<file path="src/sv/frf_pkg.sv">
// frf_pkg: types, constants and register codes for fasta_record_filter.
// No dependencies; imported by frf_verdict and fasta_record_filter.
`default_nettype none

package frf_pkg;

    localparam int COUNT_BITS = 32;
    localparam int FRAC_BITS  = 16;
    localparam int FRAC_W     = FRAC_BITS + 1;
    localparam int LEN_W      = 32;
    localparam int ALPHA_W    = 64;
    localparam int PROD_W     = FRAC_W + COUNT_BITS;
    localparam int CFG_IDX_W  = 3;
    localparam int CFG_DATA_W = 64;

    localparam logic [7:0] CHAR_LF = 8'h0A;
    localparam logic [7:0] CHAR_GT = 8'h3E;
    localparam logic [7:0] CHAR_C  = 8'h43;
    localparam logic [7:0] CHAR_G  = 8'h47;

    localparam logic [ALPHA_W-1:0] ALPHA_LOW_RST  = '0;
    localparam logic [ALPHA_W-1:0] ALPHA_HIGH_RST = 64'h0000_0000_0010_008A;
    localparam logic [LEN_W-1:0]   MIN_LEN_RST    = '0;
    localparam logic [LEN_W-1:0]   MAX_LEN_RST    = '1;
    localparam logic [FRAC_W-1:0]  GC_MIN_RST     = '0;
    localparam logic [FRAC_W-1:0]  GC_MAX_RST     = FRAC_W'(1) << FRAC_BITS;

    typedef enum logic [CFG_IDX_W-1:0] {
        REG_ALPHA_LOW  = 3'd0,
        REG_ALPHA_HIGH = 3'd1,
        REG_MIN_LENGTH = 3'd2,
        REG_MAX_LENGTH = 3'd3,
        REG_GC_MIN     = 3'd4,
        REG_GC_MAX     = 3'd5,
        REG_STRICT     = 3'd6
    } cfg_reg_t;

    typedef enum logic {
        REQ_DATA = 1'b0,
        REQ_END  = 1'b1
    } req_kind_t;

    typedef struct packed {
        logic       req_type;
        logic [7:0] data_byte;
    } req_t;

    typedef struct packed {
        logic                  keep;
        logic [COUNT_BITS-1:0] symbol_count;
        logic [COUNT_BITS-1:0] gc_total;
        logic                  foreign_seen;
    } rsp_t;

    typedef struct packed {
        logic [COUNT_BITS-1:0] symbols;
        logic [COUNT_BITS-1:0] gc;
        logic                  foreign;
    } rec_sum_t;

    typedef struct packed {
        logic [LEN_W-1:0]  min_length;
        logic [LEN_W-1:0]  max_length;
        logic [FRAC_W-1:0] gc_min_frac;
        logic [FRAC_W-1:0] gc_max_frac;
    } filt_cfg_t;

endpackage

`default_nettype wire

</file>
<file path="src/sv/frf_verdict.sv">
// frf_verdict: two-stage keep decision for a closed record (multiply, then compare).
// Depends on frf_pkg; instantiated by fasta_record_filter.
`default_nettype none

module frf_verdict
    import frf_pkg::*;
(
    input  wire logic      clk,
    input  wire logic      rst_n,
    input  wire logic      sum_valid,
    output logic           sum_stall,
    input  wire rec_sum_t  sum,
    input  wire filt_cfg_t cfg,
    output logic           rsp_valid,
    input  wire logic      rsp_stall,
    output rsp_t           rsp_data
);

    logic                  s2_valid_reg, s2_valid_next;
    rec_sum_t              s2_sum_reg;
    logic [PROD_W-1:0]     prod_min_reg, prod_max_reg;
    logic                  len_ok_reg;
    logic                  rsp_valid_reg, rsp_valid_next;
    rsp_t                  rsp_reg;
    logic                  out_ready, s2_ready;
    logic [PROD_W-1:0]     scaled_gc;
    logic                  keep;

    assign out_ready = !rsp_valid_reg || !rsp_stall;
    assign s2_ready  = !s2_valid_reg || out_ready;
    assign sum_stall = !s2_ready;

    always_comb
    begin
        s2_valid_next  = s2_ready  ? sum_valid    : s2_valid_reg;
        rsp_valid_next = out_ready ? s2_valid_reg : rsp_valid_reg;
    end

    always_ff @(posedge clk or negedge rst_n)
    begin
        if (!rst_n)
        begin
            s2_valid_reg  <= 1'b0;
            rsp_valid_reg <= 1'b0;
        end
        else
        begin
            s2_valid_reg  <= s2_valid_next;
            rsp_valid_reg <= rsp_valid_next;
        end
    end

    // stage 2: exact products and length window
    always_ff @(posedge clk)
    begin
        if (s2_ready && sum_valid)
        begin
            s2_sum_reg   <= sum;
            prod_min_reg <= PROD_W'(cfg.gc_min_frac) * PROD_W'(sum.symbols);
            prod_max_reg <= PROD_W'(cfg.gc_max_frac) * PROD_W'(sum.symbols);
            len_ok_reg   <= (LEN_W'(sum.symbols) > cfg.min_length) &&
                            (LEN_W'(sum.symbols) < cfg.max_length);
        end
    end

    assign scaled_gc = PROD_W'(s2_sum_reg.gc) << FRAC_BITS;
    assign keep = len_ok_reg && (scaled_gc >= prod_min_reg) &&
                  (scaled_gc <= prod_max_reg) && !s2_sum_reg.foreign;

    always_ff @(posedge clk)
    begin
        if (out_ready && s2_valid_reg)
        begin
            rsp_reg.keep         <= keep;
            rsp_reg.symbol_count <= s2_sum_reg.symbols;
            rsp_reg.gc_total     <= s2_sum_reg.gc;
            rsp_reg.foreign_seen <= s2_sum_reg.foreign;
        end
    end

    assign rsp_valid = rsp_valid_reg;
    assign rsp_data  = rsp_reg;

    a_keep_clean: assert property (@(posedge clk) disable iff (!rst_n)
        rsp_valid_reg && rsp_reg.keep |-> !rsp_reg.foreign_seen)
        else $error("keep with foreign byte");

    a_keep_nonempty: assert property (@(posedge clk) disable iff (!rst_n)
        rsp_valid_reg && rsp_reg.keep |-> rsp_reg.symbol_count != '0)
        else $error("keep on empty record");

    a_s2_held: assert property (@(posedge clk) disable iff (!rst_n)
        s2_valid_reg && rsp_valid_reg && rsp_stall |=> s2_valid_reg)
        else $error("stage 2 dropped under stall");

    a_stall_only_full: assert property (@(posedge clk) disable iff (!rst_n)
        sum_stall |-> s2_valid_reg && rsp_valid_reg)
        else $error("stall without full pipe");

endmodule

`default_nettype wire

</file>
<file path="src/sv/fasta_record_filter.sv">
// fasta_record_filter: FASTA record scanner with length and GC-content verdict.
// Depends on frf_pkg and frf_verdict.
//
//  channel  | valid     | stall     | payload
//  ---------+-----------+-----------+---------------------------------------
//  request  | req_valid | req_stall | req_data  (req_type, data_byte)
//  result   | rsp_valid | rsp_stall | rsp_data  (keep, counts, foreign)
//  config   | cfg_we    | -         | cfg_index, cfg_data
//
//  One byte per cycle while req_stall is low. rsp_valid for a record close rises once
//  the compare register loads, behind the products register that takes the close.
//  Reset starts in the header state with cleared counters and default registers.
//  req_stall rises only when both verdict stages hold results and rsp_stall is high.
`default_nettype none

module fasta_record_filter
    import frf_pkg::*;
(
    input  wire logic                  clk,
    input  wire logic                  rst_n,
    input  wire logic                  req_valid,
    output logic                       req_stall,
    input  wire req_t                  req_data,
    output logic                       rsp_valid,
    input  wire logic                  rsp_stall,
    output rsp_t                       rsp_data,
    input  wire logic                  cfg_we,
    input  wire logic [CFG_IDX_W-1:0]  cfg_index,
    input  wire logic [CFG_DATA_W-1:0] cfg_data
);

    logic [ALPHA_W-1:0]    alpha_low_reg, alpha_high_reg;
    filt_cfg_t             filt_reg;
    logic                  strict_reg;

    logic                  in_header_reg, in_header_next;
    logic [COUNT_BITS-1:0] sym_reg, sym_next;
    logic [COUNT_BITS-1:0] gc_reg, gc_next;
    logic                  foreign_reg, foreign_next;

    logic                  accept, is_end, closing, in_alpha, is_gc;
    logic [7:0]            b;
    logic                  sum_valid, sum_stall;
    rec_sum_t              sum;

    // config registers
    always_ff @(posedge clk or negedge rst_n)
    begin
        if (!rst_n)
        begin
            alpha_low_reg        <= ALPHA_LOW_RST;
            alpha_high_reg       <= ALPHA_HIGH_RST;
            filt_reg.min_length  <= MIN_LEN_RST;
            filt_reg.max_length  <= MAX_LEN_RST;
            filt_reg.gc_min_frac <= GC_MIN_RST;
            filt_reg.gc_max_frac <= GC_MAX_RST;
            strict_reg           <= 1'b0;
        end
        else if (cfg_we)
        begin
            unique case (cfg_reg_t'(cfg_index))
                REG_ALPHA_LOW:  alpha_low_reg        <= cfg_data;
                REG_ALPHA_HIGH: alpha_high_reg       <= cfg_data;
                REG_MIN_LENGTH: filt_reg.min_length  <= cfg_data[LEN_W-1:0];
                REG_MAX_LENGTH: filt_reg.max_length  <= cfg_data[LEN_W-1:0];
                REG_GC_MIN:     filt_reg.gc_min_frac <= cfg_data[FRAC_W-1:0];
                REG_GC_MAX:     filt_reg.gc_max_frac <= cfg_data[FRAC_W-1:0];
                REG_STRICT:     strict_reg           <= cfg_data[0];
                default:        ;
            endcase
        end
    end

    assign b       = req_data.data_byte;
    assign accept  = req_valid && !req_stall;
    assign is_end  = (req_data.req_type == REQ_END);
    assign closing = is_end || (!in_header_reg && b == CHAR_GT);
    assign is_gc   = (b == CHAR_C) || (b == CHAR_G);

    always_comb
    begin
        priority if (b[7])
            in_alpha = 1'b0;
        else if (b[6])
            in_alpha = alpha_high_reg[b[5:0]];
        else
            in_alpha = alpha_low_reg[b[5:0]];
    end

    // record summary; an unfinished header reports zeros
    always_comb
    begin
        sum.symbols = in_header_reg ? '0 : sym_reg;
        sum.gc      = in_header_reg ? '0 : gc_reg;
        sum.foreign = in_header_reg ? 1'b0 : foreign_reg;
    end

    always_comb
    begin
        in_header_next = in_header_reg;
        sym_next       = sym_reg;
        gc_next        = gc_reg;
        foreign_next   = foreign_reg;
        if (accept)
        begin
            priority if (closing)
            begin
                in_header_next = 1'b1;
                sym_next       = '0;
                gc_next        = '0;
                foreign_next   = 1'b0;
            end
            else if (in_header_reg)
            begin
                if (b == CHAR_LF)
                begin
                    in_header_next = 1'b0;
                    sym_next       = '0;
                    gc_next        = '0;
                    foreign_next   = 1'b0;
                end
            end
            else
            begin
                if (in_alpha)
                    sym_next = (sym_reg == '1) ? sym_reg : sym_reg + 1'b1;
                else if (strict_reg)
                    foreign_next = 1'b1;
                if (is_gc)
                    gc_next = (gc_reg == '1) ? gc_reg : gc_reg + 1'b1;
            end
        end
    end

    always_ff @(posedge clk or negedge rst_n)
    begin
        if (!rst_n)
        begin
            in_header_reg <= 1'b1;
            sym_reg       <= '0;
            gc_reg        <= '0;
            foreign_reg   <= 1'b0;
        end
        else
        begin
            in_header_reg <= in_header_next;
            sym_reg       <= sym_next;
            gc_reg        <= gc_next;
            foreign_reg   <= foreign_next;
        end
    end

    assign sum_valid = req_valid && closing;
    assign req_stall = sum_stall;

    frf_verdict u_verdict (
        .clk       (clk),
        .rst_n     (rst_n),
        .sum_valid (sum_valid),
        .sum_stall (sum_stall),
        .sum       (sum),
        .cfg       (filt_reg),
        .rsp_valid (rsp_valid),
        .rsp_stall (rsp_stall),
        .rsp_data  (rsp_data)
    );

    a_close_to_header: assert property (@(posedge clk) disable iff (!rst_n)
        accept && closing |=> in_header_reg && sym_reg == '0 && gc_reg == '0)
        else $error("record close did not clear state");

    a_header_idle: assert property (@(posedge clk) disable iff (!rst_n)
        in_header_reg |-> sym_reg == '0 && gc_reg == '0 && !foreign_reg)
        else $error("counts moved in header");

    a_stall_needs_rsp: assert property (@(posedge clk) disable iff (!rst_n)
        req_stall |-> rsp_valid && rsp_stall)
        else $error("request stall without a held result");

endmodule

`default_nettype wire

</file>
<file path="config.mk">
export PLATFORM = sky130hd
export DESIGN_NAME = fasta_record_filter
export DESIGN_NICKNAME = d
export VERILOG_FILES = /design/src/sv/frf_pkg.sv /design/src/sv/frf_verdict.sv /design/src/sv/fasta_record_filter.sv
export SDC_FILE = /design/constraint.sdc
export NUM_CORES = 2
export LEC_CHECK = 0
export ABC_AREA = 1
export BUFFER_PORTS_ARGS = -buffer_cell sky130_fd_sc_hd__buf_2
export CORE_ASPECT_RATIO = 1.4
export CORE_MARGIN = 3
export CORE_UTILIZATION = 40
export DETAILED_ROUTE_END_ITERATION = 10
export GPL_TIMING_DRIVEN = 0
export PLACE_DENSITY = 0.63
export SLEW_MARGIN = 20
export SYNTH_ARGS = -nofsm -noshare
export SYNTH_HDL_FRONTEND = slang
export SYNTH_SLANG_ARGS = --single-unit
</file>
<file path="constraint.sdc">
create_clock -name clk -period 15.28 [get_ports clk]
set_clock_uncertainty 0.15 [all_clocks]
set_input_delay 2.292 -clock clk [delete_from_list [all_inputs] [get_ports clk]]
set_output_delay 2.292 -clock clk [all_outputs]
set_load 0.05 [all_outputs]
</file>
==> impl_metrics.csv <==
group,metric,value,unit
floorplan,io_pins,149,
sta,finalHoldViolations,0,
clock_tree,clock_path_buffers,3,
synthesis,yosysWarnings,0,
critical_path,crit_type,"flop to flop",
critical_path,critPathLaunch,"in_header_reg",
clock_tree,clkLatencyLatePin,0.71,ns
sta,hold_ws,0.257,ns
detailed_routing,wirelength,223000,um
clock_tree,post-cts-setup-buffers,0,
run_status,status,"finished clean",
finish,layout.cells.non_filler,9405,
sta,min_period_over_period,63.3,%
placed_design,dp_hpwl,186000,um
worst_hold_path,hp-start,"u_verdict.s2_sum_reg[49]",
pwr,intPower,2.58,mW
floorplan,die_area,154000,um^2
sta,relSlewSlack,11.3,%
clock_tree,cts_resized,0,
placed_design,dpl_worst_slack,5.73,ns
critical_path,cp.required,15.53,ns
placed_design,place_inst,9295,
clock_tree,cts_hold_buf,0,
run,maxCapViolCount,0,
critical_path,r2r_end,"u_verdict.prod_max_reg[31]",
floorplan,initial_core_util,40.3,%
detailed_routing,vias_per_cell,5.23,
detailed_routing,vias,49208,
finish,drive_above_1_share,5.39,%
global_route,grt_pass1_wl,333000,um
pwr,p_sw,1.31,mW
sta,min_period,9.67,ns
worst_hold_path,hold_path_class,"flop to flop",
clock_tree,cts-root-buf,"clkbuf_16",
sta,setup_tns,0,ns
detailed_routing,ant_nets,0,
global_route,overflow,0,
sta,fin_ws,5.61,ns
detailed_routing,drcViolationCount,0,
synthesis,ys_types,52,
critical_path,timing.rr.start,"in_header_reg",
synthesis,synth_edf_count,230,
placed_design,port_buffers,146,
clock_tree,cts_made_buffers,56,
pwr,max-vdd-ir-drop,0.0000961,V
pwr,clockPowerShare,37.2,%
floorplan,rows,167,
floorplan,fp.dieH,463,um
critical_path,crit_path_end_kind,"flop",
floorplan,core_area,148000,um^2
critical_path,startpoint_type,"flop",
synthesis,synthesis.nets,8539,
critical_path,cp_max_fo,10,
critical_path,critPathCapture,"u_verdict.prod_max_reg[31]",
sta,fmax,103,MHz
clock_tree,numClockSinks,525,
critical_path,arrival,9.92,ns
detailed_routing,drtIter0Drc,3660,
finish,fillers,14783,
global_route,grt_max_degree,96,
synthesis,synthTopCellsByArea,"fa_1, edfxtp_1, dfrtp_1",
synthesis,syn_area,59800,um^2
synthesis,syn_area_per_cell,8.32,um^2
pwr,power.density,59.5,nW/um^2
critical_path,r2r_slack,5.61,ns
pwr,switching_share,33.7,%
synthesis,yosys.area.top_type,"fa_1",
synthesis,seq_area_frac_synth,24.0,%
finish,area_growth,9.40,%
sta,setup_viol,0,
clock_tree,cts_max_level,2,
detailed_routing,wl_per_cell,23.7,um
clock_tree,cts_tree,"done",
pwr,seq_power_share,44.0,%
clock_tree,clk_pin_slew,0.08,ns
synthesis,synth_most_common_cell,"inv_1",
pwr,combPwrFrac,18.8,%
synthesis,ys_async_sr_fraction,56.2,%
critical_path,ff2ff_path_depth,25,
pwr,p_leak,31.8,nW
sta,worstMarginPinSlew,1.33,ns
placed_design,gp_congestion,1.01,
global_route,grt_pass1_vias,51935,
detailed_routing,firstDrtPassIters,7,
pwr,finalPower,3.89,mW
synthesis,synth_commonest_cells,"inv_1, nand2_1, fa_1",
floorplan,chipWidth,333,um
synthesis,yosysTopAreaCellShare,30.1,%
sta,final_max_slew_viol_count,0,
global_route,grt_usage,29.2,%
finish,largest_register_ffs,98,
global_route,antenna_found_initial,4,
synthesis,ys_ff_latch,525,
synthesis,synth_top_flop_cell,"dfrtp_1",
finish,fin_nets,8766,
sta,grt_setup_unrepaired,"false",
synthesis,synth_cells,7185,
stage by stage:
stage                     utilization [%]  cell area [um^2]
final                                44.1             65400
after global routing                 44.1             65400
after CTS                            44.1             65300
after detailed placement             42.8             63400
after global placement               42.5             62900
after floorplan                         -             59800
power by group through the flow:
stage	sequential (mW)	combinational, mW	clock (mW)
floorplan	1.75	0.378	0
global placement	1.75	0.688	0
detailed placement	1.74	0.714	0
CTS	1.71	0.717	1.49
global route	1.73	0.791	1.54
finish	1.71	0.731	1.45
how the worst min path moves through the flow:
stage	cells after the start	slack, ns	to
after floorplan	0	0.25	u_verdict.rsp_data[33]
after global placement	0	0.25	u_verdict.rsp_data[36]
after detailed placement	0	0.26	u_verdict.rsp_data[33]
after CTS	0	0.24	u_verdict.rsp_data[49]
after global routing	0	0.27	u_verdict.rsp_data[49]
final	0	0.26	u_verdict.rsp_data[49]
worst max-delay path, cell delays in order (launching register included):
cell	delay, ns
dfstp_2	0.65
clkbuf_1	0.49
clkbuf_1	0.56
nor2_2	0.36
inv_1	0.34
clkbuf_1	0.70
nor2_1	0.13
fa_1	0.60
inv_1	0.08
fa_1	0.47
fa_1	0.51
inv_1	0.06
fa_1	0.51
fa_1	0.51
inv_1	0.05
fa_1	0.57
inv_1	0.08
ha_1	0.42
nand2_1	0.15
nor2_1	0.18
inv_1	0.08
nor2_1	0.22
and3_1	0.20
a21oi_1	0.13
o21ai_0	0.59
xor2_1	0.55
layout by cell type (no fill, tap or decap), types with 86 or more instances in the layout:
master,synthesis,final
a21oi_1,211,210
buf_2,19,164
clkbuf_1,259,253
dfrtp_1,257,257
edfxtp_1,230,230
fa_1,898,898
ha_1,375,375
inv_1,1595,1595
nand2_1,1585,1585
nand3_1,122,122
nor2_1,742,724
nor3_1,86,86
o21ai_0,359,359
xor2_1,94,94
layout make-up:
| type | count | area, um^2 | area share, % |
|---|---|---|---|
| multi-input cells | 4745 | 38200 | 58.5 |
| flip-flops and latches | 525 | 14300 | 21.9 |
| inverters | 1618 | 6070 | 9.29 |
| well taps | 1943 | 2430 | 3.72 |
| clock buffers | 62 | 1470 | 2.24 |
| plain buffers | 297 | 1210 | 1.86 |
| repair buffers | 169 | 1200 | 1.83 |
| clock inverters | 44 | 442 | 0.676 |
| diodes | 2 | 5.00 | 0.00766 |
kinds of logic (layout without fill, tap and decap cells):
kind of cell | Yosys count | in the layout | synth area share (%)
flops | 525 | 525 | 24.0
other cells | 0 | 2 | 0
buf+inv | 1915 | 2190 | 12.2
simple gates | 2683 | 2683 | 18.1
compound gates | 660 | 660 | 5.91
fa+ha+maj | 1273 | 1273 | 37.9
xor+xnor | 129 | 129 | 1.89
metal layers:
metal,GRT usage [%],part of all wire (%),vias to the layer above
met4,22.1,9.5,2
met5,0,0.0058,-
met1,34.1,37,24468
met2,48.5,47,2014
met3,4.52,6.6,631
li1,-,-,22093
(Power assumes the default switching activity.)
